==> src/hdl/heading_rotation_pid_top_assert.svh <==
// Assertion macros used by the heading rotation PID design.
`ifndef HEADING_ROTATION_PID_TOP_ASSERT_SVH
`define HEADING_ROTATION_PID_TOP_ASSERT_SVH

`ifndef NO_ASSERTIONS

// Same-cycle implication, checked at every rising clock edge outside reset.
`define HRP_ASSERT_IMP(name, ck, rs, ante, cons) \
  name: assert property (@(posedge ck) disable iff (rs) (ante) |-> (cons)) \
    else $error("same-cycle check failed");

// Next-cycle implication, checked at every rising clock edge outside reset.
`define HRP_ASSERT_NXT(name, ck, rs, ante, cons) \
  name: assert property (@(posedge ck) disable iff (rs) (ante) |=> (cons)) \
    else $error("next-cycle check failed");

`else

`define HRP_ASSERT_IMP(name, ck, rs, ante, cons)
`define HRP_ASSERT_NXT(name, ck, rs, ante, cons)

`endif

`endif

==> src/hdl/hrp_pkg.sv <==
// Types, widths and constants of the heading rotation PID controller.
package hrp_pkg;

  // Fixed-point formats
  localparam int ANGLE_FRAC_BITS = 13;
  localparam int GAIN_FRAC_BITS  = 8;

  // Field and state widths
  localparam int YAW_W   = 16;
  localparam int GOAL_W  = 17;
  localparam int ERR_W   = 18;
  localparam int SUM_W   = 32;
  localparam int GAIN_W  = 16;
  localparam int THR_W   = 15;
  localparam int SPEED_W = 18;
  localparam int ACC_W   = 52;

  // Stream widths
  localparam int IN_DATA_W  = 40;
  localparam int IN_USER_W  = 2;
  localparam int OUT_DATA_W = 24;
  localparam int OUT_USER_W = 1;

  // APB port
  localparam int APB_ADDR_W = 4;
  localparam int APB_DATA_W = 32;

  // Pi in angle units, rounded to nearest from a Q20 value
  localparam int PI_Q20    = 3294199;
  localparam int ANGLE_PI  = (((PI_Q20 * 2) >> (20 - ANGLE_FRAC_BITS)) + 1) >> 1;
  localparam int ANGLE_2PI = 2 * ANGLE_PI;

  // Register reset values
  localparam logic [GAIN_W-1:0] PROP_GAIN_RST      = GAIN_W'(128);
  localparam logic [GAIN_W-1:0] INTEG_GAIN_RST     = GAIN_W'(0);
  localparam logic [GAIN_W-1:0] DERIV_GAIN_RST     = GAIN_W'(0);
  localparam logic [THR_W-1:0]  STOP_THRESHOLD_RST = THR_W'(1430);

  // Register indexes (byte address = 4 * index)
  typedef enum logic [1:0] {
    REG_PROP_GAIN      = 2'd0,
    REG_INTEG_GAIN     = 2'd1,
    REG_DERIV_GAIN     = 2'd2,
    REG_STOP_THRESHOLD = 2'd3
  } reg_idx_t;

  // Request kinds carried in s_tuser
  typedef enum logic [1:0] {
    ACT_ODOM = 2'd0,
    ACT_GOAL = 2'd1,
    ACT_TICK = 2'd2
  } action_t;

endpackage

==> src/hdl/heading_rotation_pid_top.sv <==
// Heading rotation PID controller: input register, control step, result register.
//
//   Channel   Dir  Handshake                  Contents
//   s_*       in   s_tvalid / s_tready        tuser: action; tdata: yaw, goal rotation
//   m_*       out  m_tvalid / m_tready        tuser: stopping; tdata: angular speed
//   APB       in   psel & penable & pwrite    gains and stop threshold, 4-byte spaced
//
// One request is taken per cycle while s_tready is high; each is held in the input
// register, and its control step (wrap, error, PID multiplies, sum, round, saturate)
// completes into the result register when that register is free.
// Only a tick request yields a result; odometry and goal requests update state.
// A stalled result holds the step stage; the input register still takes one
// more request, then s_tready drops. Synchronous reset clears valid and controller state.
`include "heading_rotation_pid_top_assert.svh"

module heading_rotation_pid_top import hrp_pkg::*; (
  input  logic                  clk,
  input  logic                  rst,
  // Request stream
  input  logic                  s_tvalid,
  output logic                  s_tready,
  input  logic [IN_DATA_W-1:0]  s_tdata,   // [15:0] measured_yaw, [32:16] goal_rotation
  input  logic [IN_USER_W-1:0]  s_tuser,   // [1:0] action
  // Result stream
  output logic                  m_tvalid,
  input  logic                  m_tready,
  output logic [OUT_DATA_W-1:0] m_tdata,   // [17:0] angular_speed
  output logic [OUT_USER_W-1:0] m_tuser,   // [0] stopping
  // Configuration
  input  logic                  psel,
  input  logic                  penable,
  input  logic                  pwrite,
  input  logic [APB_ADDR_W-1:0] paddr,
  input  logic [APB_DATA_W-1:0] pwdata,
  output logic [APB_DATA_W-1:0] prdata,
  output logic                  pready
);

  // Constants at working widths
  localparam logic signed [ERR_W-1:0] PI_E     = ERR_W'(ANGLE_PI);
  localparam logic signed [ERR_W-1:0] NEG_PI_E = -ERR_W'(ANGLE_PI);
  localparam logic signed [ERR_W-1:0] TWO_PI_E = ERR_W'(ANGLE_2PI);
  localparam logic signed [ACC_W-1:0] ACC_RND =
    {{(ACC_W-GAIN_FRAC_BITS){1'b0}}, 1'b1, {(GAIN_FRAC_BITS-1){1'b0}}};
  localparam logic signed [ACC_W-1:0] SPD_MAX_A =
    {{(ACC_W-SPEED_W+1){1'b0}}, {(SPEED_W-1){1'b1}}};
  localparam logic signed [ACC_W-1:0] SPD_MIN_A =
    {{(ACC_W-SPEED_W+1){1'b1}}, {(SPEED_W-1){1'b0}}};

  // Configuration registers
  logic [GAIN_W-1:0] prop_gain;
  logic [GAIN_W-1:0] integ_gain;
  logic [GAIN_W-1:0] deriv_gain;
  logic [THR_W-1:0]  stop_threshold;

  // Controller state
  logic                     odom_seen;
  logic                     goal_pending;
  logic                     rotating;
  logic signed [YAW_W-1:0]  current_yaw;
  logic signed [YAW_W-1:0]  start_yaw;
  logic signed [GOAL_W-1:0] target_rotation;
  logic signed [SUM_W-1:0]  error_sum;
  logic signed [ERR_W-1:0]  last_error;

  // Input register
  logic                     in_valid;
  logic [1:0]               in_action;
  logic signed [YAW_W-1:0]  in_yaw;
  logic signed [GOAL_W-1:0] in_goal;

  // Result register
  logic                      out_valid;
  logic signed [SPEED_W-1:0] out_speed;
  logic                      out_stop;

  // Control step
  logic                           advance;
  logic                           fire;
  logic                           rot_eff;
  logic                           produce;
  logic                           above;
  logic signed [YAW_W-1:0]        start_eff;
  logic signed [SUM_W-1:0]        esum_eff;
  logic signed [ERR_W-1:0]        lerr_eff;
  logic signed [YAW_W:0]          done_raw;
  logic signed [ERR_W-1:0]        done_ext;
  logic signed [ERR_W-1:0]        done_wr;
  logic signed [ERR_W-1:0]        err;
  logic [ERR_W-1:0]               mag;
  logic signed [ERR_W:0]          deriv;
  logic signed [SUM_W:0]          sum_wide;
  logic signed [SUM_W-1:0]        sum_sat;
  logic signed [GAIN_W+ERR_W:0]   p_term;
  logic signed [GAIN_W+SUM_W:0]   i_term;
  logic signed [GAIN_W+ERR_W+1:0] d_term;
  logic signed [ACC_W-1:0]        acc;
  logic signed [ACC_W-1:0]        acc_shr;
  logic signed [SPEED_W-1:0]      speed_next;

  logic cfg_wr;

  // Handshakes: the step stage moves whenever the result register is free
  assign advance  = !out_valid || m_tready;
  assign fire     = in_valid && advance;
  assign s_tready = !in_valid || advance;

  assign m_tvalid = out_valid;
  assign m_tdata  = {{(OUT_DATA_W-SPEED_W){1'b0}}, out_speed};
  assign m_tuser  = out_stop;

  // APB access
  assign pready = 1'b1;
  assign cfg_wr = psel && penable && pwrite && pready;

  always_comb begin
    prdata = '0;
    unique case (paddr[3:2])
      REG_PROP_GAIN:      prdata = APB_DATA_W'(prop_gain);
      REG_INTEG_GAIN:     prdata = APB_DATA_W'(integ_gain);
      REG_DERIV_GAIN:     prdata = APB_DATA_W'(deriv_gain);
      REG_STOP_THRESHOLD: prdata = APB_DATA_W'(stop_threshold);
      default:            prdata = '0;
    endcase
  end

  always_ff @(posedge clk) begin
    if (rst) begin
      prop_gain      <= PROP_GAIN_RST;
      integ_gain     <= INTEG_GAIN_RST;
      deriv_gain     <= DERIV_GAIN_RST;
      stop_threshold <= STOP_THRESHOLD_RST;
    end else if (cfg_wr) begin
      unique case (paddr[3:2])
        REG_PROP_GAIN:      prop_gain      <= pwdata[GAIN_W-1:0];
        REG_INTEG_GAIN:     integ_gain     <= pwdata[GAIN_W-1:0];
        REG_DERIV_GAIN:     deriv_gain     <= pwdata[GAIN_W-1:0];
        REG_STOP_THRESHOLD: stop_threshold <= pwdata[THR_W-1:0];
        default:            ;
      endcase
    end
  end

  // Capture the next request
  always_ff @(posedge clk) begin
    if (rst) begin
      in_valid <= 1'b0;
    end else if (s_tready) begin
      in_valid <= s_tvalid;
    end
  end

  always_ff @(posedge clk) begin
    if (s_tvalid && s_tready) begin
      in_action <= s_tuser;
      in_yaw    <= s_tdata[YAW_W-1:0];
      in_goal   <= s_tdata[YAW_W+GOAL_W-1:YAW_W];
    end
  end

  // Control step: a pending goal restarts the rotation from the current yaw
  always_comb begin
    rot_eff   = goal_pending || rotating;
    produce   = (in_action == ACT_TICK) && odom_seen && rot_eff;
    start_eff = goal_pending ? current_yaw : start_yaw;
    esum_eff  = goal_pending ? '0 : error_sum;
    lerr_eff  = goal_pending ? '0 : last_error;

    // Rotation done, wrapped once into -pi..pi
    done_raw = (YAW_W+1)'(current_yaw) - (YAW_W+1)'(start_eff);
    done_ext = ERR_W'(done_raw);
    if (done_ext > PI_E) begin
      done_wr = done_ext - TWO_PI_E;
    end else if (done_ext < NEG_PI_E) begin
      done_wr = done_ext + TWO_PI_E;
    end else begin
      done_wr = done_ext;
    end

    // Error and stop decision
    err   = ERR_W'(target_rotation) - done_wr;
    mag   = err[ERR_W-1] ? ERR_W'(-err) : ERR_W'(err);
    above = mag > ERR_W'(stop_threshold);

    // Derivative and saturated integral
    deriv    = (ERR_W+1)'(err) - (ERR_W+1)'(lerr_eff);
    sum_wide = (SUM_W+1)'(esum_eff) + (SUM_W+1)'(err);
    if (sum_wide[SUM_W] != sum_wide[SUM_W-1]) begin
      sum_sat = sum_wide[SUM_W] ? {1'b1, {(SUM_W-1){1'b0}}} : {1'b0, {(SUM_W-1){1'b1}}};
    end else begin
      sum_sat = sum_wide[SUM_W-1:0];
    end

    // Gain products, sum, round half up, saturate
    p_term  = $signed({1'b0, prop_gain}) * err;
    i_term  = $signed({1'b0, integ_gain}) * sum_sat;
    d_term  = $signed({1'b0, deriv_gain}) * deriv;
    acc     = ACC_W'(p_term) + ACC_W'(i_term) + ACC_W'(d_term) + ACC_RND;
    acc_shr = acc >>> GAIN_FRAC_BITS;
    if (acc_shr > SPD_MAX_A) begin
      speed_next = SPD_MAX_A[SPEED_W-1:0];
    end else if (acc_shr < SPD_MIN_A) begin
      speed_next = SPD_MIN_A[SPEED_W-1:0];
    end else begin
      speed_next = acc_shr[SPEED_W-1:0];
    end
  end

  // Update controller state as each request leaves the input register
  always_ff @(posedge clk) begin
    if (rst) begin
      odom_seen       <= 1'b0;
      goal_pending    <= 1'b0;
      rotating        <= 1'b0;
      current_yaw     <= '0;
      start_yaw       <= '0;
      target_rotation <= '0;
      error_sum       <= '0;
      last_error      <= '0;
    end else if (fire) begin
      case (in_action)
        ACT_ODOM: begin
          current_yaw <= in_yaw;
          odom_seen   <= 1'b1;
        end
        ACT_GOAL: begin
          target_rotation <= in_goal;
          goal_pending    <= 1'b1;
        end
        ACT_TICK: begin
          if (odom_seen) begin
            if (goal_pending) begin
              goal_pending <= 1'b0;
              start_yaw    <= current_yaw;
            end
            if (rot_eff) begin
              if (above) begin
                error_sum  <= sum_sat;
                last_error <= err;
                rotating   <= 1'b1;
              end else begin
                error_sum  <= esum_eff;
                last_error <= lerr_eff;
                rotating   <= 1'b0;
              end
            end
          end
        end
        default: ;
      endcase
    end
  end

  // Result register: load on a producing tick, drop once taken
  always_ff @(posedge clk) begin
    if (rst) begin
      out_valid <= 1'b0;
    end else if (advance) begin
      out_valid <= fire && produce;
    end
  end

  always_ff @(posedge clk) begin
    if (fire && produce) begin
      out_speed <= above ? speed_next : '0;
      out_stop  <= !above;
    end
  end

  // Checks
  `HRP_ASSERT_IMP(a_stop_zero, clk, rst, out_valid && out_stop, out_speed == '0)
  `HRP_ASSERT_IMP(a_rot_needs_odom, clk, rst, rotating, odom_seen)
  `HRP_ASSERT_IMP(a_result_from_tick, clk, rst, fire && produce, in_action == ACT_TICK)
  `HRP_ASSERT_NXT(a_stop_ends_rot, clk, rst, fire && produce && !above, !rotating)
  `HRP_ASSERT_IMP(a_stall_only_full, clk, rst, !s_tready, in_valid && out_valid)

endmodule
==> config.mk <==
export PLATFORM = sky130hd
export DESIGN_NAME = heading_rotation_pid_top
export DESIGN_NICKNAME = d
export VERILOG_FILES = /design/src/hdl/hrp_pkg.sv /design/src/hdl/heading_rotation_pid_top.sv
export VERILOG_INCLUDE_DIRS = /design/src /design/src/hdl
export SDC_FILE = /design/constraint.sdc
export NUM_CORES = 2
export LEC_CHECK = 0
export BUFFER_PORTS_ARGS = -buffer_cell sky130_fd_sc_hd__buf_2
export CORE_MARGIN = 5
export CORE_UTILIZATION = 65
export DETAILED_ROUTE_END_ITERATION = 12
export PLACE_DENSITY = 0.86
export SETUP_SLACK_MARGIN = 0.05
export SLEW_MARGIN = 20
export SYNTH_ARGS = -nofsm -noshare
export SYNTH_HDL_FRONTEND = slang
export SYNTH_SLANG_ARGS = --single-unit
==> constraint.sdc <==
create_clock -name clk -period 22.4 [get_ports clk]
set_input_delay 2.24 -clock clk [delete_from_list [all_inputs] [get_ports clk]]
set_output_delay 2.24 -clock clk [all_outputs]
set_load 0.05 [all_outputs]
## Word level (Yosys, flattened, before mapping)

Cells that the tools add are included.

- Flip-flop bits (word level): 221
- Output and inout port bits: 60
- Bits of input ports: 85
- Logic and storage cells: 88

- Add/subtract/negate cells: 10
- Reduce and logical (&&, ||, !) cells: 26
- Multiply operators: 3
- Bitwise operators: 1
- $lt $le $gt $ge: 5
- Mux-type cells: 16
- Equal/unequal tests: 7

Operator list:

| cell | number |
|---|---|
| $mux 32 | 4 |
| $pmux 32 s4 | 1 |
| $mux 18 | 6 |
| $add 51x9->52 const B | 1 |
| $add 50x36->51 | 1 |
| $add 35x49->50 | 1 |
| $mul 17x32->49 | 1 |
| $gt 44x18->1 const B | 1 |
| $lt 44x18->1 const B | 1 |
| $mul 17x19->36 | 1 |
| $mul 17x18->35 | 1 |
| $add 32x18->33 | 1 |
| $sub 18x18->19 | 1 |
| $add 17x17->18 const B | 1 |
| $gt 18x15->1 | 1 |
| $neg 18->18 | 1 |
| $sub 17x17->18 const B | 1 |
| $sub 17x18->18 | 1 |
| $gt 17x16->1 const B | 1 |
| $lt 17x16->1 const B | 1 |
| $mux 17 | 1 |
| $sub 16x16->17 | 1 |
| $mux 16 | 1 |
| $reduce_and 2->1 | 6 |
| 15 further kinds | 31 |

## Longest topological paths before layout

- Depth in word-level cells: 16
- Mapped depth: 84
- Mapped depth without buffers: 75

## Worst setup path after synthesis

No wires, ideal clock.

- Path type: reg2reg
- Start point: register goal_pending
- End point: register out_speed[10], data pin
- Data arrival time: 19.480 ns
- Path buffers: 12
- Path slack: 2.790 ns
- Data required time: 22.271 ns
- Period minus slack after synthesis: 19.610 ns
- Cell stages (with the launch flop): 76
- Library setup time: 0.129 ns
- Cells stage by stage: dfxtp_1 -> clkbuf_1 -> clkbuf_1 -> buf_1 -> buf_1 -> clkbuf_1 -> mux2i_1 -> fa_1 -> a211oi_2 -> nor2_1 -> xnor2_1 -> ha_1 -> nand3_1 -> or3_1 -> a2111oi_0 -> o311ai_1 -> nand3_1 -> nand2_1 -> (+40 left out) -> inv_1 -> fa_1 -> inv_1 -> ha_1 -> a21o_1 -> a21o_1 -> a21o_1 -> a311o_1 -> nand3_1 -> a21boi_0 -> o31a_1 -> or3_1 -> a2111o_1 -> nor4_1 -> or4b_4 -> nand2_2 -> buf_6 -> o21a_1

- Cells in the longest elaborated chain, start to end: 16
- Elaborated cells on any way between the ends: 29
- Those cells by class: add/sub: 10; mul: 3; order compare: 5; eq/ne: 1; mux: 10

Ends and longest elaborated chain:

| item | RTL line | text |
|---|---|---|
| start: declaration | heading_rotation_pid_top.sv:58 | `logic goal_pending;` |
| start signal: assignment | heading_rotation_pid_top.sv:213 | `goal_pending <= 1'b0;` |
| start signal: assignment | heading_rotation_pid_top.sv:228 | `goal_pending <= 1'b1;` |
| start signal: assignment | heading_rotation_pid_top.sv:233 | `goal_pending <= 1'b0;` |
| $mux 16 | -- |  |
| $sub 16x16->17 | heading_rotation_pid_top.sv:170 | `done_raw = (YAW_W+1)'(current_yaw) - (YAW_W+1)'(start_eff);` |
| $add 17x17->18 or $lt 17x16->1 (tied branches) | heading_rotation_pid_top.sv:175, heading_rotation_pid_top.sv:174 |  |
| $mux 18 | heading_rotation_pid_top.sv:174 | `end else if (done_ext < NEG_PI_E) begin` |
| $mux 18 | heading_rotation_pid_top.sv:172 | `if (done_ext > PI_E) begin` |
| $sub 17x18->18 | heading_rotation_pid_top.sv:181 | `err = ERR_W'(target_rotation) - done_wr;` |
| $add 32x18->33 | heading_rotation_pid_top.sv:187 | `sum_wide = (SUM_W+1)'(esum_eff) + (SUM_W+1)'(err);` |
| $mux 32 or $ne 1x1->1 (tied branches) | heading_rotation_pid_top.sv:189, heading_rotation_pid_top.sv:188 |  |
| $mux 32 | heading_rotation_pid_top.sv:188 | `if (sum_wide[SUM_W] != sum_wide[SUM_W-1]) begin` |
| $mul 17x32->49 | heading_rotation_pid_top.sv:196 | `i_term = $signed({1'b0, integ_gain}) * sum_sat;` |
| $add 35x49->50 | heading_rotation_pid_top.sv:198 | `acc = ACC_W'(p_term) + ACC_W'(i_term) + ACC_W'(d_term) + ACC_RND;` |
| $add 50x36->51 | heading_rotation_pid_top.sv:198 |  |
| $add 51x9->52 | heading_rotation_pid_top.sv:198 |  |
| $lt 44x18->1 | heading_rotation_pid_top.sv:202 | `end else if (acc_shr < SPD_MIN_A) begin` |
| $mux 18 | heading_rotation_pid_top.sv:202 |  |
| $mux 17 | heading_rotation_pid_top.sv:200 | `if (acc_shr > SPD_MAX_A) begin` |
| end signal: assignment | heading_rotation_pid_top.sv:265 | `out_speed <= above ? speed_next : '0;` |
| end: declaration | heading_rotation_pid_top.sv:74 | `logic signed [SPEED_W-1:0] out_speed;` |

Several ways; a longest one is shown, not always the timed one.
A chain may end at the register's enable or synchronous reset.

## Final worst setup path

- Start point: register goal_pending
- End point: register out_speed[11], data pin

- Cells in the longest elaborated chain, start to end: 16
- Elaborated cells on any way between the ends: 29
- Those cells by class: add/sub: 10; mul: 3; order compare: 5; eq/ne: 1; mux: 10

Ends and longest elaborated chain:

| item | RTL line | text |
|---|---|---|
| $mux 16 (*) | -- |  |
| named net start_eff[0] | heading_rotation_pid_top.sv:83 | `logic signed [YAW_W-1:0] start_eff;` |
| $sub 16x16->17 (*) | heading_rotation_pid_top.sv:170 |  |
| $add 17x17->18 or $lt 17x16->1 (tied branches) | heading_rotation_pid_top.sv:175, heading_rotation_pid_top.sv:174 |  |
| $mux 18 | heading_rotation_pid_top.sv:174 |  |
| $mux 18 (*) | heading_rotation_pid_top.sv:172 |  |
| $sub 17x18->18 (*) | heading_rotation_pid_top.sv:181 |  |
| $add 32x18->33 | heading_rotation_pid_top.sv:187 |  |
| $mux 32 or $ne 1x1->1 (tied branches) | heading_rotation_pid_top.sv:189, heading_rotation_pid_top.sv:188 |  |
| $mux 32 | heading_rotation_pid_top.sv:188 |  |
| $mul 17x32->49 | heading_rotation_pid_top.sv:196 |  |
| $add 35x49->50 | heading_rotation_pid_top.sv:198 |  |
| $add 50x36->51 | heading_rotation_pid_top.sv:198 |  |
| $add 51x9->52 | heading_rotation_pid_top.sv:198 |  |
| $lt 44x18->1 | heading_rotation_pid_top.sv:202 |  |
| $mux 18 | heading_rotation_pid_top.sv:202 |  |
| $mux 17 | heading_rotation_pid_top.sv:200 |  |

The timed path passes the listed nets; every way through them passes the cells marked *.

==> metrics <==
CTS tree=built; crit-path most repeated cell=fa_1; DR top layer=met5; RSZ-0062 raised after global routing=no; fraction of layout cells with a size suffix above 1=0.0553; die width=a little over 300 um; Longest Clk Path Bufs=3; Initial Utilization=0.658; vias in the first global route=48500; crit path capture type=flop; Core ar.=approximately 0.09 mm^2; Yosys reg bits=roughly 220; worst hold path type=flop to flop; I/O Pins=~150; initial antenna violation count=9; Syn. warnings=0; most common cell after layout, fill and taps aside=inv_1; final hold vios=0; WL/cell=20.8 um; Die Span Y=309 um; status=finished clean; Seq/Total Area, Yosys=0.0852; routed length on met2=slightly above 70000 um; number of port buffers=96; ys flop type=dfxtp_1; crit path max fanout=27; vias per inst=just under 6; Post-CTS Setup Bufs=0; WL met3=between 15000 and 20000 um; setup tns final=0 ns; Slew @ Worst Pin=1.21 ns; final setup fails=0; Critical Path RT=22.85 ns; synth-to-layout area growth=4.17%; routability cong.=approximately 0.97; number of max-cap violations=0; CP Data Arrival Time=21.74 ns; TritonRoute pass-1 iters=6; final wirelength=between 150000 and 200000 um; commonest cells after routing, fill and taps aside=inv_1, fa_1, nand2_1; Metal-1 WL=between 50000 and 60000 um; EDFF count, synth=54; Worst Setup Start Kind=flop; Final Max Tran Viols=0; Tmin final=~21 ns; clk sink count=221; GRT Total Usage=0.336; fin crit share=0.950; Via Count=between 40000 and 50000; Cell Rows=109; Post-synth ARST share=0; synthesized area=roughly 0.058 mm^2; clk_lat worst skew=~0.60 ns; drt drc=0; Clock transition at path regs=0.06 ns; Nets=a little over 8000; Max stage delay cell, worst path=mux2i_2; Max Clock Freq=0.0470 GHz; CP max stage delay=0.94 ns; hold buffers post-CTS=0; Worst slew margin=0.176; Post-Synthesis Cells=6371; Yosys cell types=103; GR Overflow Total=0; first-pass GRT wire length=roughly 250000 um; die area=about 0.096 mm^2; Setup Skew=~0.025 ns; hpwl dp=129000 um; initial DRC count=roughly 4000; synthesized area per cell=9.15 um^2; Crit Path Category=flop to flop; CTS Buf Count=27; largest net degree at the start of global routing=83; H-tree depth=1; Root Driver=clkbuf_16; remaining antenna violation count after routing=0
## worst max-delay path, delay by kind of cell, from the launching register on
| kind | cells | cell delay (ns) |
|---|---|---|
| AND/OR/NAND/NOR | 15 | 3.48 |
| AO/OA/AOI/OAI | 26 | 6.80 |
| flip-flops | 1 | 0.61 |
| adder cells (fa/ha/maj) | 16 | 6.97 |
| XOR/XNOR | 2 | 0.85 |
| buffers and inverters | 7 | 0.92 |
| multiplexers | 3 | 1.45 |
## metrics by stage
stage	instances	setup slack [ns]	utilization	area, um^2	hold WS, ns
2_1_floorplan	6392	2.79	-	58400	0.417
5_1_grt	7476	0.242	0.685	60700	0.478
3_5_place_dp	7426	1.17	0.675	59800	0.441
3_3_place_gp	7426	1.38	0.675	59800	0.435
6_report	7481	1.12	0.685	60700	0.454
4_1_cts	7476	0.991	0.685	60700	0.454
## flip-flops by register name, summed over array words and instances (netlist names), 2 cells and up
signal           count
in_goal             17
current_yaw         16
deriv_gain          16
error_sum           32
prop_gain           16
in_yaw              16
target_rotation     17
integ_gain          16
stop_threshold      15
in_action            2
out_speed           18
start_yaw           16
last_error          18
## final timing paths
kind / from / end / slack [ns] / cells past startpoint
max: goal_pending$_SDFFE_PP0P_ / out_speed[11]$_SDFFCE_PN0P_ / 1.12 / 69
min: error_sum[0]$_SDFFE_PP0P_ / error_sum[0]$_SDFFE_PP0P_ / 0.45 / 2
max reg2reg: goal_pending$_SDFFE_PP0P_ / out_speed[11]$_SDFFCE_PN0P_ / 1.12 / 69
min reg2reg: error_sum[0]$_SDFFE_PP0P_ / error_sum[0]$_SDFFE_PP0P_ / 0.45 / 2
## metal layers
layer,up-vias,track usage
li1,18900,-
met1,22200,0.435
met2,2661,0.541
met3,712,0.0987
met4,12,0.134
met5,-,0
## kinds of logic (layout without fill, tap and decap cells)
| logic type | count (synthesis) | count (layout) | synth area share |
|---|---|---|---|
| muxes | 50 | 50 | 0.0120 |
| buffers and inverters | 1799 | 1718 | 0.119 |
| DFF | 221 | 221 | 0.0852 |
| adders and majority gates | 1698 | 1698 | 0.536 |
| other | 2 | 28 | 0.000129 |
| AOI/OAI and AO/OA | 650 | 650 | 0.0761 |
| and+or+nand+nor | 1837 | 1837 | 0.155 |
| xor gates and xnor gates | 114 | 114 | 0.0175 |
## cell type report
class | instances | area [um^2]
Sequential cell | 221 | 4970
Fill cell | 6359 | 27900
Timing Repair Buffer | 195 | 1230
Tap cell | 1165 | 1460
Multi-Input combinational cell | 4372 | 46700
Inverter | 1473 | 5530
Antenna cell | 5 | 12.5
Clock buffer | 33 | 728
Clock inverter | 17 | 141
## synthesized netlist by cell type, types with 46 or more instances
cell | count | area, um^2
ha_1 | 369 | 4620
and2_1 | 453 | 2830
xnor2_1 | 70 | 613
edfxtp_1 | 54 | 1620
clkbuf_1 | 239 | 897
inv_1 | 1470 | 5520
nor2_1 | 155 | 582
o21ai_0 | 80 | 400
nor2b_1 | 108 | 676
a21o_1 | 65 | 488
nand2_1 | 857 | 3220
fa_1 | 1329 | 26600
dfxtp_1 | 167 | 3340
nand2b_1 | 46 | 288
a21oi_1 | 194 | 971
## what timing repair did
| item | 4_1_cts | 5_1_grt |
|---|---|---|
| gates resized for setup | 0 | 2 |
| hold endpoints to repair | 0 | 0 |
| setup endpoints to repair | 0 | 17 |
Power is left out: the tool's default activity adds up to more than one toggle a clock period on the data nets, which glitch-free logic cannot reach.
